`src/scw_pkg.sv`:
```
package scw_pkg;

  localparam int LineCapacity = 32;

  localparam int AngleW = 8;
  localparam int TimeoutW = 16;
  localparam int ClkHzW = 27;
  localparam int TicksW = 18;
  localparam int RespW = 3;
  localparam int KindW = 4;
  localparam int AccW = 32;
  localparam int CfgIdxW = 3;

  // Register indexes on the configuration port.
  localparam logic [CfgIdxW-1:0] REG_PAN_MIN = 3'd0;
  localparam logic [CfgIdxW-1:0] REG_PAN_MAX = 3'd1;
  localparam logic [CfgIdxW-1:0] REG_TILT_MIN = 3'd2;
  localparam logic [CfgIdxW-1:0] REG_TILT_MAX = 3'd3;
  localparam logic [CfgIdxW-1:0] REG_PAN_CENTER = 3'd4;
  localparam logic [CfgIdxW-1:0] REG_TILT_CENTER = 3'd5;
  localparam logic [CfgIdxW-1:0] REG_TIMEOUT = 3'd6;
  localparam logic [CfgIdxW-1:0] REG_CLK_HZ = 3'd7;

  // Response codes.
  localparam logic [RespW-1:0] RSP_ACK = 3'd0;
  localparam logic [RespW-1:0] RSP_CENTER = 3'd1;
  localparam logic [RespW-1:0] RSP_PAN = 3'd2;
  localparam logic [RespW-1:0] RSP_TILT = 3'd3;
  localparam logic [RespW-1:0] RSP_RANGE = 3'd4;
  localparam logic [RespW-1:0] RSP_ERROR = 3'd5;
  localparam logic [RespW-1:0] RSP_UNKNOWN = 3'd6;
  localparam logic [RespW-1:0] RSP_FAILSAFE = 3'd7;

  // Line classes.
  localparam logic [KindW-1:0] K_EMPTY = 4'd0;
  localparam logic [KindW-1:0] K_P = 4'd1;
  localparam logic [KindW-1:0] K_PING_PART = 4'd2;
  localparam logic [KindW-1:0] K_PING_FULL = 4'd3;
  localparam logic [KindW-1:0] K_PAN_PART = 4'd4;
  localparam logic [KindW-1:0] K_PAN_ARGS = 4'd5;
  localparam logic [KindW-1:0] K_C_PART = 4'd6;
  localparam logic [KindW-1:0] K_CENTER_FULL = 4'd7;
  localparam logic [KindW-1:0] K_T_PART = 4'd8;
  localparam logic [KindW-1:0] K_TILT_ARGS = 4'd9;
  localparam logic [KindW-1:0] K_OTHER = 4'd10;
  localparam logic [KindW-1:0] K_ARG_BAD = 4'd11;

  localparam logic [TicksW-1:0] TICK_MAX = '1;
  localparam logic [TicksW-1:0] PULSE_RESET = 18'd1875;

  // Which axes a conversion run updates.
  typedef struct packed {
    logic pan;
    logic tilt;
  } axis_sel_t;

  // Controller to datapath commands.
  typedef struct packed {
    logic      start;     // latch angles and start conversion
    logic      use_acc;   // convert the accumulator instead of the centre angles
    axis_sel_t sel;       // axes to update
    logic      mul_step;  // register the clock-by-microsecond product
    logic      div_step;  // register the scaled quotient and write the pulse
  } dp_cmd_t;

  function automatic logic [7:0] center_char(input logic [2:0] n);
    case (n)
      3'd0: center_char = 8'h43;
      3'd1: center_char = 8'h45;
      3'd2: center_char = 8'h4E;
      3'd3: center_char = 8'h54;
      3'd4: center_char = 8'h45;
      3'd5: center_char = 8'h52;
      default: center_char = 8'h00;
    endcase
  endfunction

  function automatic logic [7:0] tilt_char(input logic [2:0] n);
    case (n)
      3'd0: tilt_char = 8'h54;
      3'd1: tilt_char = 8'h49;
      3'd2: tilt_char = 8'h4C;
      3'd3: tilt_char = 8'h54;
      3'd4: tilt_char = 8'h20;
      default: tilt_char = 8'h00;
    endcase
  endfunction

endpackage

```
`src/scw_datapath.sv`:
```
module scw_datapath
  import scw_pkg::*;
(
  input  logic                clk,
  input  logic                rst_n,
  input  dp_cmd_t             cmd,
  input  logic [AccW-1:0]     acc,
  input  logic [AngleW-1:0]   pan_center,
  input  logic [AngleW-1:0]   tilt_center,
  input  logic                pan_center_ok,
  input  logic                tilt_center_ok,
  input  logic [ClkHzW-1:0]   clk_hz,
  output logic [TicksW-1:0]   pan_ticks,
  output logic [TicksW-1:0]   tilt_ticks
);

  // 1/1e6 as a shift by 6, then a multiply by 2^45/15625 rounded up. The
  // reciprocal is exact for dividends below 2^32, which covers every product
  // that does not saturate; larger products are caught by a compare.
  localparam int ProdW = 39;
  localparam int RecipW = 32;
  localparam int RecipShift = 45;
  localparam logic [RecipW-1:0] RECIP = 32'd2251799814;
  localparam logic [ProdW-1:0] PROD_SAT = 39'd262144000000;

  logic [TicksW-1:0] pan_r, tilt_r;
  logic [11:0] us_pan_r, us_tilt_r;
  logic [ProdW-1:0] prod_pan_r, prod_tilt_r;
  logic [11:0] us_pan_nxt, us_tilt_nxt;
  logic [AngleW-1:0] ang_pan, ang_tilt;
  logic [63:0] q_pan, q_tilt;
  logic [TicksW-1:0] t_pan, t_tilt;

  // Angle to microseconds: 500 + angle*2000/180 = 500 + angle*100/9.
  function automatic logic [11:0] to_us(input logic [AngleW-1:0] a);
    logic [15:0] m;
    logic [15:0] q;
    m = 16'(a) * 16'd100;
    q = 16'((32'(m) * 32'd7282) >> 16);
    if (m - q * 16'd9 >= 16'd9) q = q + 16'd1;
    to_us = 12'(q) + 12'd500;
  endfunction

  always_comb begin
    ang_pan = cmd.use_acc ? acc[AngleW-1:0] : pan_center;
    ang_tilt = cmd.use_acc ? acc[AngleW-1:0] : tilt_center;
    us_pan_nxt = to_us(ang_pan);
    us_tilt_nxt = to_us(ang_tilt);
  end

  // Saturating scale of the registered product.
  always_comb begin
    q_pan = ({32'd0, prod_pan_r[37:6]} * {32'd0, RECIP}) >> RecipShift;
    q_tilt = ({32'd0, prod_tilt_r[37:6]} * {32'd0, RECIP}) >> RecipShift;
    t_pan = (prod_pan_r >= PROD_SAT) ? TICK_MAX : q_pan[TicksW-1:0];
    t_tilt = (prod_tilt_r >= PROD_SAT) ? TICK_MAX : q_tilt[TicksW-1:0];
  end

  always_ff @(posedge clk) begin
    if (cmd.start) begin
      us_pan_r <= us_pan_nxt;
      us_tilt_r <= us_tilt_nxt;
    end
    if (cmd.mul_step) begin
      prod_pan_r <= ProdW'(clk_hz) * ProdW'(us_pan_r);
      prod_tilt_r <= ProdW'(clk_hz) * ProdW'(us_tilt_r);
    end
  end

  // Pulse registers.
  always_ff @(posedge clk) begin
    if (!rst_n) begin
      pan_r <= PULSE_RESET;
      tilt_r <= PULSE_RESET;
    end else if (cmd.div_step) begin
      if (cmd.sel.pan && (cmd.use_acc || pan_center_ok)) pan_r <= t_pan;
      if (cmd.sel.tilt && (cmd.use_acc || tilt_center_ok)) tilt_r <= t_tilt;
    end
  end

  assign pan_ticks = pan_r;
  assign tilt_ticks = tilt_r;

endmodule

```
`src/scw_ctrl.sv`:
```
module scw_ctrl
  import scw_pkg::*;
#(
  parameter int LINE_CAPACITY = LineCapacity
) (
  input  logic                clk,
  input  logic                rst_n,
  input  logic                in_valid,
  output logic                in_stall,
  input  logic                in_op,
  input  logic [7:0]          in_rx_byte,
  output logic                out_valid,
  input  logic                out_stall,
  output logic [RespW-1:0]    out_response,
  output logic                out_failsafe_on,
  input  logic [AngleW-1:0]   pan_min,
  input  logic [AngleW-1:0]   pan_max,
  input  logic [AngleW-1:0]   tilt_min,
  input  logic [AngleW-1:0]   tilt_max,
  input  logic [TimeoutW-1:0] timeout_ms,
  output dp_cmd_t             cmd,
  output logic [AccW-1:0]     acc
);

  localparam int LenW = $clog2(LINE_CAPACITY);
  localparam logic [LenW-1:0] LEN_LAST = LenW'(LINE_CAPACITY - 1);

  localparam logic [1:0] S_IDLE = 2'd0;
  localparam logic [1:0] S_MUL = 2'd1;
  localparam logic [1:0] S_DIV = 2'd2;
  localparam logic [1:0] S_OUT = 2'd3;

  logic [1:0] state_r, state_nxt;
  logic [LenW-1:0] len_r, len_nxt;
  logic [KindW-1:0] kind_r, kind_nxt;
  logic cut_r, cut_nxt, dig_r, dig_nxt;
  logic [AccW-1:0] acc_r, acc_nxt;
  logic [31:0] ms_r, ms_nxt;
  logic exp_r, exp_nxt, fs_r, fs_nxt;
  logic [RespW-1:0] resp_r, resp_nxt;
  logic use_acc_r, use_acc_nxt;
  axis_sel_t sel_r, sel_nxt;
  logic [31:0] ms_inc;
  logic is_digit;
  logic [7:0] dval;

  logic accept;
  assign accept = in_valid && !in_stall;
  assign in_stall = (state_r != S_IDLE);

  always_comb begin
    cmd.start = 1'b0;
    cmd.use_acc = use_acc_r;
    cmd.sel = sel_r;
    cmd.mul_step = (state_r == S_MUL);
    cmd.div_step = (state_r == S_DIV);
    state_nxt = state_r;
    len_nxt = len_r;
    kind_nxt = kind_r;
    cut_nxt = cut_r;
    dig_nxt = dig_r;
    acc_nxt = acc_r;
    ms_nxt = ms_r;
    exp_nxt = exp_r;
    fs_nxt = fs_r;
    resp_nxt = resp_r;
    use_acc_nxt = use_acc_r;
    sel_nxt = sel_r;
    ms_inc = (ms_r != '1) ? ms_r + 32'd1 : ms_r;
    is_digit = (in_rx_byte >= 8'h30) && (in_rx_byte <= 8'h39);
    dval = in_rx_byte - 8'h30;

    case (state_r)
      S_IDLE: begin
        if (accept) begin
          if (in_op) begin
            // Millisecond tick and watchdog.
            ms_nxt = ms_inc;
            if (ms_inc >= 32'(timeout_ms)) exp_nxt = 1'b1;
            if ((exp_nxt) && !fs_r) begin
              fs_nxt = 1'b1;
              resp_nxt = RSP_FAILSAFE;
              use_acc_nxt = 1'b0;
              sel_nxt = '{pan: 1'b1, tilt: 1'b1};
              cmd.start = 1'b1;
              cmd.use_acc = 1'b0;
              state_nxt = S_MUL;
            end
          end else if (in_rx_byte == 8'h0D || in_rx_byte == 8'h0A) begin
            if (len_r != '0) begin
              // End of line: classify and act.
              len_nxt = '0; kind_nxt = K_EMPTY; cut_nxt = 1'b0;
              dig_nxt = 1'b0; acc_nxt = '0;
              sel_nxt = '{pan: 1'b0, tilt: 1'b0};
              use_acc_nxt = 1'b1;
              case (kind_r)
                K_PING_FULL: begin
                  resp_nxt = RSP_ACK;
                  ms_nxt = '0; exp_nxt = 1'b0; fs_nxt = 1'b0;
                  state_nxt = S_OUT;
                end
                K_CENTER_FULL: begin
                  resp_nxt = RSP_CENTER;
                  ms_nxt = '0; exp_nxt = 1'b0; fs_nxt = 1'b0;
                  use_acc_nxt = 1'b0;
                  sel_nxt = '{pan: 1'b1, tilt: 1'b1};
                  cmd.start = 1'b1;
                  cmd.use_acc = 1'b0;
                  state_nxt = S_MUL;
                end
                K_PAN_ARGS: begin
                  if (!dig_r) begin
                    resp_nxt = RSP_ERROR; state_nxt = S_OUT;
                  end else if (acc_r < 32'(pan_min) || acc_r > 32'(pan_max)) begin
                    resp_nxt = RSP_RANGE; state_nxt = S_OUT;
                  end else begin
                    resp_nxt = RSP_PAN;
                    ms_nxt = '0; exp_nxt = 1'b0; fs_nxt = 1'b0;
                    sel_nxt = '{pan: 1'b1, tilt: 1'b0};
                    cmd.start = 1'b1;
                    cmd.use_acc = 1'b1;
                    state_nxt = S_MUL;
                  end
                end
                K_TILT_ARGS: begin
                  if (!dig_r) begin
                    resp_nxt = RSP_ERROR; state_nxt = S_OUT;
                  end else if (acc_r < 32'(tilt_min) || acc_r > 32'(tilt_max)) begin
                    resp_nxt = RSP_RANGE; state_nxt = S_OUT;
                  end else begin
                    resp_nxt = RSP_TILT;
                    ms_nxt = '0; exp_nxt = 1'b0; fs_nxt = 1'b0;
                    sel_nxt = '{pan: 1'b0, tilt: 1'b1};
                    cmd.start = 1'b1;
                    cmd.use_acc = 1'b1;
                    state_nxt = S_MUL;
                  end
                end
                K_ARG_BAD: begin
                  resp_nxt = RSP_ERROR; state_nxt = S_OUT;
                end
                default: begin
                  resp_nxt = RSP_UNKNOWN; state_nxt = S_OUT;
                end
              endcase
            end
          end else if (len_r < LEN_LAST) begin
            // Ordinary byte: advance the line class.
            if (!cut_r) begin
              if (in_rx_byte == 8'h00) cut_nxt = 1'b1;
              else begin
                case (kind_r)
                  K_EMPTY: kind_nxt = (in_rx_byte == 8'h50) ? K_P :
                                      (in_rx_byte == 8'h43) ? K_C_PART :
                                      (in_rx_byte == 8'h54) ? K_T_PART : K_OTHER;
                  K_P: kind_nxt = (in_rx_byte == 8'h49) ? K_PING_PART :
                                  (in_rx_byte == 8'h41) ? K_PAN_PART : K_OTHER;
                  K_PING_PART: begin
                    if (len_r == LenW'(2) && in_rx_byte == 8'h4E) kind_nxt = K_PING_PART;
                    else if (len_r == LenW'(3) && in_rx_byte == 8'h47) kind_nxt = K_PING_FULL;
                    else kind_nxt = K_OTHER;
                  end
                  K_PAN_PART: begin
                    if (len_r == LenW'(2) && in_rx_byte == 8'h4E) kind_nxt = K_PAN_PART;
                    else if (len_r == LenW'(3) && in_rx_byte == 8'h20) kind_nxt = K_PAN_ARGS;
                    else kind_nxt = K_OTHER;
                  end
                  K_C_PART: begin
                    if (len_r < LenW'(6) && in_rx_byte == center_char(3'(len_r)))
                      kind_nxt = (len_r == LenW'(5)) ? K_CENTER_FULL : K_C_PART;
                    else kind_nxt = K_OTHER;
                  end
                  K_T_PART: begin
                    if (len_r < LenW'(5) && in_rx_byte == tilt_char(3'(len_r)))
                      kind_nxt = (len_r == LenW'(4)) ? K_TILT_ARGS : K_T_PART;
                    else kind_nxt = K_OTHER;
                  end
                  K_PAN_ARGS, K_TILT_ARGS: begin
                    if (is_digit) begin
                      acc_nxt = (acc_r << 3) + (acc_r << 1) + 32'(dval);
                      dig_nxt = 1'b1;
                    end else kind_nxt = K_ARG_BAD;
                  end
                  K_ARG_BAD: kind_nxt = K_ARG_BAD;
                  default: kind_nxt = K_OTHER;
                endcase
              end
            end
            len_nxt = len_r + LenW'(1);
          end else begin
            // Line too long.
            len_nxt = '0; kind_nxt = K_EMPTY; cut_nxt = 1'b0;
            dig_nxt = 1'b0; acc_nxt = '0;
            resp_nxt = RSP_ERROR;
            state_nxt = S_OUT;
          end
        end
      end
      S_MUL: state_nxt = S_DIV;
      S_DIV: state_nxt = S_OUT;
      S_OUT: if (!out_stall) state_nxt = S_IDLE;
      default: state_nxt = S_IDLE;
    endcase
  end

  always_ff @(posedge clk) begin
    if (!rst_n) begin
      state_r <= S_IDLE;
      len_r <= '0;
      kind_r <= K_EMPTY;
      cut_r <= 1'b0;
      dig_r <= 1'b0;
      acc_r <= '0;
      ms_r <= '0;
      exp_r <= 1'b0;
      fs_r <= 1'b0;
      resp_r <= RSP_ACK;
      use_acc_r <= 1'b0;
      sel_r <= '0;
    end else begin
      state_r <= state_nxt;
      len_r <= len_nxt;
      kind_r <= kind_nxt;
      cut_r <= cut_nxt;
      dig_r <= dig_nxt;
      acc_r <= acc_nxt;
      ms_r <= ms_nxt;
      exp_r <= exp_nxt;
      fs_r <= fs_nxt;
      resp_r <= resp_nxt;
      use_acc_r <= use_acc_nxt;
      sel_r <= sel_nxt;
    end
  end

  assign out_valid = (state_r == S_OUT);
  assign out_response = resp_r;
  assign out_failsafe_on = fs_r;
  assign acc = acc_r;

endmodule

```
`src/servo_command_watchdog_core.sv`:
```
// Status-only responses are registered straight into the output state; when the pulse
// widths are recomputed, the word first passes the multiply stage then the scale stage.
// One word at a time: a word that gives no result is taken without stalling the input;
// otherwise the input stalls until the result has been taken, including any output stall.
// Reset (rst_n low, synchronous) restores register defaults, clears the line and
// the watchdog, and sets both pulses to 1875 ticks.
module servo_command_watchdog_core
  import scw_pkg::*;
#(
  parameter int LINE_CAPACITY = LineCapacity
) (
  input  logic                clk,
  input  logic                rst_n,
  input  logic                in_valid,
  output logic                in_stall,
  input  logic                in_op,
  input  logic [7:0]          in_rx_byte,
  output logic                out_valid,
  input  logic                out_stall,
  output logic [RespW-1:0]    out_response,
  output logic [TicksW-1:0]   out_pan_ticks,
  output logic [TicksW-1:0]   out_tilt_ticks,
  output logic                out_failsafe_on,
  input  logic                cfg_valid,
  output logic                cfg_ready,
  input  logic [CfgIdxW-1:0]  cfg_index,
  input  logic [ClkHzW-1:0]   cfg_data
);

  logic [AngleW-1:0] pan_min_r, pan_max_r, tilt_min_r, tilt_max_r;
  logic [AngleW-1:0] pan_ctr_r, tilt_ctr_r;
  logic [TimeoutW-1:0] timeout_r;
  logic [ClkHzW-1:0] clk_hz_r;
  dp_cmd_t cmd;
  logic [AccW-1:0] acc;

  assign cfg_ready = 1'b1;

  // Configuration registers.
  always_ff @(posedge clk) begin
    if (!rst_n) begin
      pan_min_r <= 8'd45;
      pan_max_r <= 8'd135;
      tilt_min_r <= 8'd55;
      tilt_max_r <= 8'd125;
      pan_ctr_r <= 8'd90;
      tilt_ctr_r <= 8'd90;
      timeout_r <= 16'd300;
      clk_hz_r <= 27'd1250000;
    end else if (cfg_valid && cfg_ready) begin
      case (cfg_index)
        REG_PAN_MIN: pan_min_r <= cfg_data[AngleW-1:0];
        REG_PAN_MAX: pan_max_r <= cfg_data[AngleW-1:0];
        REG_TILT_MIN: tilt_min_r <= cfg_data[AngleW-1:0];
        REG_TILT_MAX: tilt_max_r <= cfg_data[AngleW-1:0];
        REG_PAN_CENTER: pan_ctr_r <= cfg_data[AngleW-1:0];
        REG_TILT_CENTER: tilt_ctr_r <= cfg_data[AngleW-1:0];
        REG_TIMEOUT: timeout_r <= cfg_data[TimeoutW-1:0];
        REG_CLK_HZ: clk_hz_r <= cfg_data;
        default: ;
      endcase
    end
  end

  scw_ctrl #(.LINE_CAPACITY(LINE_CAPACITY)) u_ctrl (
    .clk, .rst_n, .in_valid, .in_stall, .in_op, .in_rx_byte,
    .out_valid, .out_stall, .out_response, .out_failsafe_on,
    .pan_min(pan_min_r), .pan_max(pan_max_r),
    .tilt_min(tilt_min_r), .tilt_max(tilt_max_r),
    .timeout_ms(timeout_r), .cmd, .acc
  );

  scw_datapath u_dp (
    .clk, .rst_n, .cmd, .acc,
    .pan_center(pan_ctr_r), .tilt_center(tilt_ctr_r),
    .pan_center_ok(pan_ctr_r >= pan_min_r && pan_ctr_r <= pan_max_r),
    .tilt_center_ok(tilt_ctr_r >= tilt_min_r && tilt_ctr_r <= tilt_max_r),
    .clk_hz(clk_hz_r),
    .pan_ticks(out_pan_ticks), .tilt_ticks(out_tilt_ticks)
  );

endmodule

```
`config.mk`:
```
export PLATFORM = sky130hd
export DESIGN_NAME = servo_command_watchdog_core
export DESIGN_NICKNAME = d
export VERILOG_FILES = /design/src/scw_pkg.sv /design/src/scw_datapath.sv /design/src/scw_ctrl.sv /design/src/servo_command_watchdog_core.sv
export SDC_FILE = /design/constraint.sdc
export NUM_CORES = 2
export LEC_CHECK = 0
export ABC_AREA = 1
export BUFFER_PORTS_ARGS = -buffer_cell sky130_fd_sc_hd__buf_4
export CORE_UTILIZATION = 60
export DETAILED_ROUTE_END_ITERATION = 8
export GPL_ROUTABILITY_DRIVEN = 0
export PLACE_DENSITY = 0.76
export REMOVE_ABC_BUFFERS = 1
export SYNTH_ARGS = -nofsm -noshare
export SYNTH_HDL_FRONTEND = slang
export SYNTH_HIERARCHICAL = 1
export SYNTH_SLANG_ARGS = --single-unit
export TNS_END_PERCENT = 30
```
`constraint.sdc`:
```
create_clock -name clk -period 31.4 [get_ports clk]
set_input_delay 1.57 -clock clk [delete_from_list [all_inputs] [get_ports clk]]
set_output_delay 1.57 -clock clk [all_outputs]
set_load 0.1 [all_outputs]
```
==> metrics.cfg <==
[setup_path]
arrival_ns=15.88
slowest_stage=xor2_1
cp-end-kind=register
cp_common_cell=nand2_1
worstSetupStartpointType=register
ff2ff_path_depth=85
worstSetupPathType=reg -> reg
worstPathMaxFanout=25
critPathRequiredTime_ns=31.78
max_stage_delay_ns=0.62

[yosys]
seq_area_frac_synth_pct=8.84
yosysWarnings=6
synth_area_leaders=fa_1 33%, ha_1 20%, inv_1 12%, nand2_1 9.0%, dfxtp_1 5.1%
ys_seq_elements=314
synth_top_area_cell=fa_1
ys_types=74
netlist_instances=10205
synth_edf_count=102
postSynth.asyncResetShare_pct=0
avgSynthCellArea_um2=8.10
synth_ff_type=dfxtp_1
synth_top_cell_area_share_pct=33.3
synth_area_um2=82600

[sta]
fin_crit_sh_pct=49.4
hold_slack_ns=0.449
min_period_ns=15.50
drv_slew=0
hold_viol_final=0
max_freq_mhz=64.5
slew_headroom_pct=5.97
worst_slew_pin_slew_ns=1.41
fin_skew_ns=0.0350
finalSetupTns_ns=0
setup_viol=0
rsz0062_at_grt=no

[detailed_routing]
wl_per_cell_um=18.3
drt_iter0_markers=5737
drc=0
drtAntennaViolNets=0
first_pass_iters=8
vias=67457
wirelength_mm=220
viasPerCell=5.61

[outcome]
status=completed

[grt]
overflow=0
grt_usage_pct=32.1
antenna_found_initial=3
grt_first_pass_wirelength_mm=359
grt_max_degree=85
grt_pass1_vias=70350

[placement]
io_buffers=85
dpl.hpwl_mm=183

[clock_tree]
clock_sinks=314
post-cts-setup-buffer-count=0
cts_tree=yes
clkTransAtPathRegs_ns=0.06
h-tree-depth=2
cts-root-buf=clkbuf_16
numCtsBuffers=41
clockBufferDepth=3
cts-hold-fix-buffers=0
postCtsResizedCells=0
clk_latency_ns=0.66

[cells_and_area]
fin_nets=12933
final_layout_size_suffix_gt1_share_pct=3.99
fillers=11493
area_growth_pct=4.98

[die]
rows=135
start_util_pct=60.8
core_um2=136000
die_y_um=373
io_pins=87
die_x_um=373
die_area_um2=139000

[hold_path]
holdPathStages=2
worstHoldPathType=reg -> reg

[run]
cap_violations=0

## final timing paths
path                                           end      startpoint  slack [ns]
worst max-delay path            u_dp/us_tilt_r[10]  u_ctrl/ms_r[0]       15.90
worst min-delay path                 u_ctrl/cmd[3]   u_ctrl/cmd[3]        0.45
worst max register to register  u_dp/us_tilt_r[10]  u_ctrl/ms_r[0]       15.90
worst min register to register       u_ctrl/cmd[3]   u_ctrl/cmd[3]        0.45
## through the flow
step	std cells	instance area (um^2)	util (%)	worst slack (ns)
after floorplan	10025	81800	-	18.39
after global placement	11949	85100	62.6	16.39
after detailed placement	11949	85100	62.6	16.10
after CTS	12025	86700	63.8	16.03
after global routing	12028	86700	63.8	14.59
final	12030	86700	63.8	15.90
## worst max-delay path: cells and delay by family, from the launching register on
| kind | cells | cell delay [ns] |
|---|---|---|
| xor+xnor | 3 | 1.17 |
| flops | 1 | 0.46 |
| fa+ha+maj | 16 | 5.79 |
| simple gates | 41 | 3.71 |
| buf+inv | 15 | 1.38 |
| compound gates | 10 | 2.66 |
## final cells by class
| cell class | count | area (um^2) | share of cell area [%] |
|---|---|---|---|
| diodes | 5 | 12.5 | 0.0144 |
| clock buffers | 45 | 1080 | 1.25 |
| clock inverters | 31 | 498 | 0.574 |
| inverters | 2596 | 9760 | 11.2 |
| multi-input cells | 7115 | 64800 | 74.7 |
| flip-flops and latches | 314 | 7310 | 8.42 |
| well taps | 1781 | 2230 | 2.57 |
| repair buffers | 143 | 1070 | 1.24 |
## cell families after synthesis
family / Yosys count / synth area share (%)
AND/OR/NAND/NOR: 3232 / 16.6
buffers and inverters: 2776 / 12.8
adder cells (fa/ha/maj): 2678 / 53.1
AO/OA/AOI/OAI: 1043 / 7.06
flip-flops: 314 / 8.84
XOR/XNOR: 161 / 1.71
other: 1 / 0.00454
## placed cells by master (no fill, tap or decap), types with 42 or more instances in the layout
cell type and n:
nand4_1 85, nand3_1 276, buf_4 143, a21oi_1 531, clkbuf_16 42, nor3_1 69, ha_1 1301, xor2_1 101
o21ai_0 260, edfxtp_1 102, nand2_1 1992, nand2_2 48, nor2_1 590, dfxtp_1 212, fa_1 1376, xnor2_1 60
inv_1 2564
## cells in the mapped netlist (10+ instances only)
master,instances
nand3_1,276
nor4_1,31
edfxtp_1,102
fa_1,1376
o21a_1,23
o31ai_1,12
xor2_1,101
nand2_4,14
nor2_1,592
inv_2,26
a221oi_1,10
o21ai_0,260
nand2_2,48
o211ai_1,33
and3_1,10
o21bai_1,30
a211oi_1,12
dfxtp_1,212
buf_6,13
clkbuf_1,153
nand3b_1,17
a31oi_1,20
nor3_1,69
xnor2_1,60
ha_1,1302
a21oi_1,532
nand3_2,11
a21boi_0,16
nor2_4,12
nand2_1,1992
nand4_1,85
nor2_2,31
a21o_1,32
o21ai_1,25
or2_2,18
inv_1,2564
## sequential cells by signal (all words and copies together) (netlist names), 12 cells and up
| signal | cells |
|---|---|
| clk_hz_r | 27 |
| timeout_r | 16 |
| u_ctrl/acc | 32 |
| u_ctrl/ms_r | 32 |
| u_dp/pan_ticks | 18 |
| u_dp/prod_pan_r | 39 |
| u_dp/prod_tilt_r | 39 |
| u_dp/tilt_ticks | 18 |
| u_dp/us_pan_r | 12 |
| u_dp/us_tilt_r | 12 |
## routing by layer
metal  GRT usage (%)  part of all wire [%]  vias to the layer above
met3            5.19                   8.1                      623
met1            41.3                    40                    32736
met5               0                     0                        -
met2            53.3                    47                     2859
li1                -                     -                    31239
met4            14.1                   5.0                        0
Power is left out: the tool's default activity adds up to more than one toggle a clock period on the data nets, which glitch-free logic cannot reach.
